## config.mk

```make
export PLATFORM = sky130hd
export DESIGN_NAME = gre_ctrl
export DESIGN_NICKNAME = d
export VERILOG_FILES = /design/src/gre_pkg.sv /design/src/gre_ctrl.sv
export SDC_FILE = /design/constraint.sdc
export NUM_CORES = 1
export LEC_CHECK = 0
export ABC_AREA = 0
export BUFFER_PORTS_ARGS = -buffer_cell sky130_fd_sc_hd__buf_2
export CAP_MARGIN = 0
export CELL_PAD_IN_SITES_DETAIL_PLACEMENT = 0
export CELL_PAD_IN_SITES_GLOBAL_PLACEMENT = 1
export CORE_AREA = 2 2 40 42
export CTS_BUF_LIST = sky130_fd_sc_hd__clkbuf_4 sky130_fd_sc_hd__clkbuf_8
export DETAILED_ROUTE_END_ITERATION = 8
export DIE_AREA = 0 0 42 44
export PLACE_DENSITY_LB_ADDON = 0.3
export SYNTH_ARGS = -nofsm -noshare
export SYNTH_HDL_FRONTEND = slang
export SYNTH_SLANG_ARGS = --single-unit
```

## constraint.sdc

```tcl
create_clock -name clk -period 3.7 [get_ports clk]
set_input_delay 0.555 -clock clk [delete_from_list [all_inputs] [get_ports clk]]
set_output_delay 0.555 -clock clk [all_outputs]
set_load 0.1 [all_outputs]
```

## src/gre_pkg.sv

```systemverilog
// Shared types and constants for the graph reachability engine.
// Holds the transfer payload structs and the controller/datapath interface types.
// No dependencies.
package gre_pkg;

  localparam int MAX_VERTS = 64;
  localparam int VERT_W    = $clog2(MAX_VERTS);
  localparam int COUNT_W   = $clog2(MAX_VERTS + 1);

  localparam logic [COUNT_W-1:0] COUNT_RESET = COUNT_W'(MAX_VERTS);

  // Command codes carried in the request payload.
  localparam logic [1:0] CMD_CLEAR = 2'd0;
  localparam logic [1:0] CMD_EDGE  = 2'd1;
  localparam logic [1:0] CMD_QUERY = 2'd2;

  typedef logic [MAX_VERTS-1:0] vset_t;

  typedef struct packed {
    logic [1:0]        cmd;
    logic [VERT_W-1:0] vertex_a;
    logic [VERT_W-1:0] vertex_b;
  } req_t;

  typedef struct packed {
    logic path_found;
    logic bad_vertex;
  } rsp_t;

  typedef enum logic [2:0] {
    DP_NOP,
    DP_CLEAR,
    DP_LOAD_E,
    DP_LOAD_Q,
    DP_RD_A,
    DP_WR_A,
    DP_RD_B,
    DP_WR_B
  } dp_op_t;

  // The query step is the only other datapath operation; it reuses the op field.
  localparam dp_op_t DP_STEP = dp_op_t'(3'd0);

  typedef struct packed {
    dp_op_t op;
    logic   step;
  } dp_cmd_t;

  typedef struct packed {
    logic in_bad;
    logic cand_any;
    logic rd_pend;
    logic hit;
  } dp_stat_t;

endpackage

```

## src/gre_ctrl.sv

```systemverilog
// Controller of the graph reachability engine: command sequencing and the
// registered response slot. Depends on gre_pkg.
module gre_ctrl (
  input  logic              clk,
  input  logic              rst,
  input  logic              req_valid,
  output logic              req_ready,
  input  logic [1:0]        req_cmd,
  output logic              rsp_valid,
  input  logic              rsp_ready,
  output gre_pkg::rsp_t     rsp,
  output gre_pkg::dp_cmd_t  cmd,
  input  gre_pkg::dp_stat_t stat
);
  import gre_pkg::*;

  typedef enum logic [2:0] {
    S_IDLE,
    S_RD_A,
    S_WR_A,
    S_RD_B,
    S_WR_B,
    S_QUERY,
    S_REPLY
  } state_t;

  state_t state;
  rsp_t   res;
  logic   accept;

  assign req_ready = (state == S_IDLE);
  assign accept    = req_valid && req_ready;

  always_comb begin
    cmd.op   = DP_NOP;
    cmd.step = 1'b0;
    unique case (state)
      S_IDLE: begin
        if (accept) begin
          priority if (req_cmd == CMD_CLEAR) begin
            cmd.op = DP_CLEAR;
          end else if (req_cmd == CMD_EDGE && !stat.in_bad) begin
            cmd.op = DP_LOAD_E;
          end else if (req_cmd == CMD_QUERY && !stat.in_bad) begin
            cmd.op = DP_LOAD_Q;
          end else begin
            cmd.op = DP_NOP;
          end
        end
      end
      S_RD_A:  cmd.op = DP_RD_A;
      S_WR_A:  cmd.op = DP_WR_A;
      S_RD_B:  cmd.op = DP_RD_B;
      S_WR_B:  cmd.op = DP_WR_B;
      S_QUERY: begin
        cmd.op   = DP_STEP;
        cmd.step = 1'b1;
      end
      default: cmd.op = DP_NOP;
    endcase
  end

  always_ff @(posedge clk) begin
    if (rst) begin
      state     <= S_IDLE;
      rsp_valid <= 1'b0;
      res       <= '0;
      rsp       <= '0;
    end else begin
      // In the reply state the slot is either refilled or left waiting.
      if (rsp_valid && rsp_ready && state != S_REPLY) begin
        rsp_valid <= 1'b0;
      end
      unique case (state)
        S_IDLE: begin
          if (accept) begin
            res.path_found <= 1'b0;
            res.bad_vertex <= (req_cmd == CMD_EDGE || req_cmd == CMD_QUERY) && stat.in_bad;
            if (req_cmd == CMD_EDGE && !stat.in_bad) begin
              state <= S_RD_A;
            end else if (req_cmd == CMD_QUERY && !stat.in_bad) begin
              state <= S_QUERY;
            end else begin
              state <= S_REPLY;
            end
          end
        end
        S_RD_A: state <= S_WR_A;
        S_WR_A: state <= S_RD_B;
        S_RD_B: state <= S_WR_B;
        S_WR_B: state <= S_REPLY;
        S_QUERY: begin
          if (stat.hit) begin
            res.path_found <= 1'b1;
            state          <= S_REPLY;
          end else if (!stat.cand_any && !stat.rd_pend) begin
            state <= S_REPLY;
          end
        end
        S_REPLY: begin
          if (!rsp_valid || rsp_ready) begin
            rsp_valid <= 1'b1;
            rsp       <= res;
            state     <= S_IDLE;
          end
        end
        default: state <= S_IDLE;
      endcase
    end
  end

endmodule

```

==> impl_results.md <==
* Via count of the first global-routing pass at 477
* Global-route congestion overflow total at 0
* Critical path class: in2out
* Core region area at 1420 µm²
* Hold/Removal Path Class: reg2reg
* Startpoint type of the worst setup path: primary input
* Arrival time at the worst endpoint at 1.88 ns
* Syn_area_per_cell at 8.00 µm²
* Antenna viol nets, final at 0
* Number of post-CTS setup repair buffers at 0
* Unrepaired setup endpoints after global routing: no
* Post-synth top area share at 31.8%
* Final Max Tran Viols at 0
* Largest net degree at the start of global routing at 17
* Reported leakage power at 0.000281 µW
* Fraction of final layout cells sized beyond drive strength 1 at 31.6%
* Total clock buffers created by CTS at 3
* Initial antenna violation count at 0
* Combined area of the multi-input logic cells at 317 µm²
* Maximum resistive drop on vdd at 0.279 mV
* Slew margin rel. at 64.1%
* Clk_lat worst skew at 0.25 ns
* Detailed-router iteration count before antenna repair at 3
* Distinct cell type count after synthesis at 30
* Commonest non-fill, non-tap cell in the layout: sky130_fd_sc_hd__buf_2
* Number of vias per cell after detailed routing at 5.20
* PwrDens at 629 nW/µm²
* HPWL after DPL at 778 µm
* Count of cells resized by post-cts repair at 0
* Met2 Use GR at 23.4%
* Total via count in the routed design at 494
* Setup-failing EPs final at 0
* Ant. Diodes at 0
* GRT met3 Usage at 1.67%
* Total Nets Final at 94
* Clock tree from TritonCTS: done
* Max capacitance violation total at 0
* Setup TNS at 0 ns
* Required time worst endpoint at 3.14 ns
* Post-detailed-routing wire length at 1.04 mm
* Syn Std Cell Area at 504 µm²
* Endpoints failing hold at 0
* Detailed Route Iter0 Violations at 3
* Synthesized instance count at 63
* Wire length per cell after detailed routing at 10.9 µm
* Top cell type by total area after synthesis: sky130_fd_sc_hd__dfxtp_1
* Post-layout minimum cycle time at 2.43 ns
* Slew at the pin with the worst max-slew slack at 0.537 ns
* Die W at 42 µm
* Met1 routing resource usage after global routing at 15.2%
* Crit share post-route at 65.8%
* Final weighted congestion in routability-driven placement at 0.754
* CTS H-Tree Depth at 1
* Sequential cell area fraction in the yosys report at 31.8%
* Buffer type at the clock tree root: sky130_fd_sc_hd__clkbuf_4
* Total global-route track usage at 13.2%
* Num ports at 18
* Wire length of the first global-routing pass at 1.85 mm
* Count of unresolved DRC violations after routing at 0
* CTS sink count at 8
* Area of all sequential standard cells at 160 µm²
* Layer with the highest usage after global routing: met2
* Count of hold-fix buffers inserted at cts at 0
* Number of synthesized register bits at 8
* Overall die height at 44 µm
* Number of buffer cells added on primary ports at 17
* Max Fanout on Critical Path at 2
* Post-synthesis net count at 76
* Initial core utilization at 35.5%
* Worst setup skew after layout at 0.00110 ns
* Most area-consuming cells after synthesis: sky130_fd_sc_hd__dfxtp_1 (32%), sky130_fd_sc_hd__ha_1 (7.4%), sky130_fd_sc_hd__nor2_1 (5.2%)
* Fill cells at 151
* Floorplan die area at 1850 µm²
* Element type at the critical path end: output pin
* Number of warnings printed during yosys synthesis at 0
* Commonest cells after routing, fill and taps aside: sky130_fd_sc_hd__buf_2 (17), sky130_fd_sc_hd__dfxtp_1 (8), sky130_fd_sc_hd__nor2_1 (7)
* Cell Rows at 14
* Outcome: completed
* Synth-to-layout area growth at 24.3%
* Post-route design area at 627 µm²
* Maximum achievable frequency at 411 MHz
* Placed Area at 604 µm²
* Worst-case clock buffer depth at 2
* Clock transition at the register clock pins on the worst setup and hold paths after CTS at 0.06 ns
cells by family (layout without fill, tap and decap cells):
kind of cell | after synthesis | count (layout) | synth area share (%)
buffers and inverters | 10 | 26 | 8.43
adder cells (fa/ha/maj) | 3 | 3 | 7.44
flip-flops | 8 | 8 | 31.8
multiplexers | 2 | 2 | 3.97
AND/OR/NAND/NOR | 22 | 22 | 22.8
AO/OA/AOI/OAI | 18 | 18 | 25.6
stage by stage:
step	util, %	hold WS [ns]	cells	worst slack, ns	total power, µW
after floorplan	-	0.432	63	0.470	303
after global placement	42.6	0.459	92	1.27	331
after detailed placement	42.6	0.461	92	1.26	330
after CTS	44.2	0.469	95	1.26	398
after global routing	44.2	0.483	95	1.14	416
final	44.2	0.465	95	1.27	394
worst paths after layout:
kind / end / cells after the start / startpoint / slack, ns
worst max-delay path: cmd[1] / 8 / req_cmd[0] / 1.27
worst min-delay path: res[0] / 2 / res[0] / 0.46
worst max register to register: state[1] / 4 / state[2] / 2.08
worst min register to register: res[0] / 2 / res[0] / 0.46
flip-flops by register name, summed over array words and instances (netlist names):
signal / cells
state: 3
res: 2
rsp: 2
rsp_valid: 1
critical path, cell delays in order:
cell,delay [ns]
sky130_fd_sc_hd__buf_2,0.11
sky130_fd_sc_hd__inv_1,0.07
sky130_fd_sc_hd__ha_1,0.17
sky130_fd_sc_hd__inv_1,0.04
sky130_fd_sc_hd__o31ai_1,0.18
sky130_fd_sc_hd__a211oi_1,0.11
sky130_fd_sc_hd__a211oi_2,0.20
sky130_fd_sc_hd__buf_2,0.45
cells in the mapped netlist:
master                     number
sky130_fd_sc_hd__clkbuf_1       1
sky130_fd_sc_hd__o21ai_0        1
sky130_fd_sc_hd__dfxtp_1        8
sky130_fd_sc_hd__nor2_1         7
sky130_fd_sc_hd__or4_1          1
sky130_fd_sc_hd__nor4_1         1
sky130_fd_sc_hd__a31oi_1        2
sky130_fd_sc_hd__a311oi_1       2
sky130_fd_sc_hd__nand4_1        1
sky130_fd_sc_hd__o21a_1         1
sky130_fd_sc_hd__o21bai_2       1
sky130_fd_sc_hd__o21bai_1       1
sky130_fd_sc_hd__nand2b_1       1
sky130_fd_sc_hd__nor3_1         2
sky130_fd_sc_hd__nor2b_1        1
sky130_fd_sc_hd__buf_1          1
sky130_fd_sc_hd__o21ba_2        1
sky130_fd_sc_hd__buf_2          1
sky130_fd_sc_hd__mux2i_1        2
sky130_fd_sc_hd__a22oi_1        1
sky130_fd_sc_hd__a211oi_1       2
sky130_fd_sc_hd__and2_1         1
sky130_fd_sc_hd__a21oi_1        4
sky130_fd_sc_hd__buf_4          1
sky130_fd_sc_hd__inv_1          6
sky130_fd_sc_hd__o31ai_1        2
sky130_fd_sc_hd__nand2_1        4
sky130_fd_sc_hd__and4b_1        1
sky130_fd_sc_hd__nand3b_1       2
sky130_fd_sc_hd__ha_1           3
area by class of cell:
class	count	area share, %
clock buffer	3	3.59
tap	16	3.19
inverter	6	3.59
timing repair buffer	17	13.6
sequential	8	25.5
multi-input combinational	45	50.5
power by group:
| group | internal [µW] | total (µW) | switching [µW] |
|---|---|---|---|
| clock network | 37.1 | 67.0 | 29.8 |
| registers | 95.1 | 121 | 26.0 |
| logic | 45.6 | 206 | 160 |
metal layers:
| metal | part of all wire (%) | vias to the layer above |
|---|---|---|
| met1 | 47 | 225 |
| met2 | 48 | 9 |
| met5 | 0 | - |
| li1 | - | 260 |
| met4 | 0 | 0 |
| met3 | 4.8 | 0 |
Power figures use the tool's default switching activity.
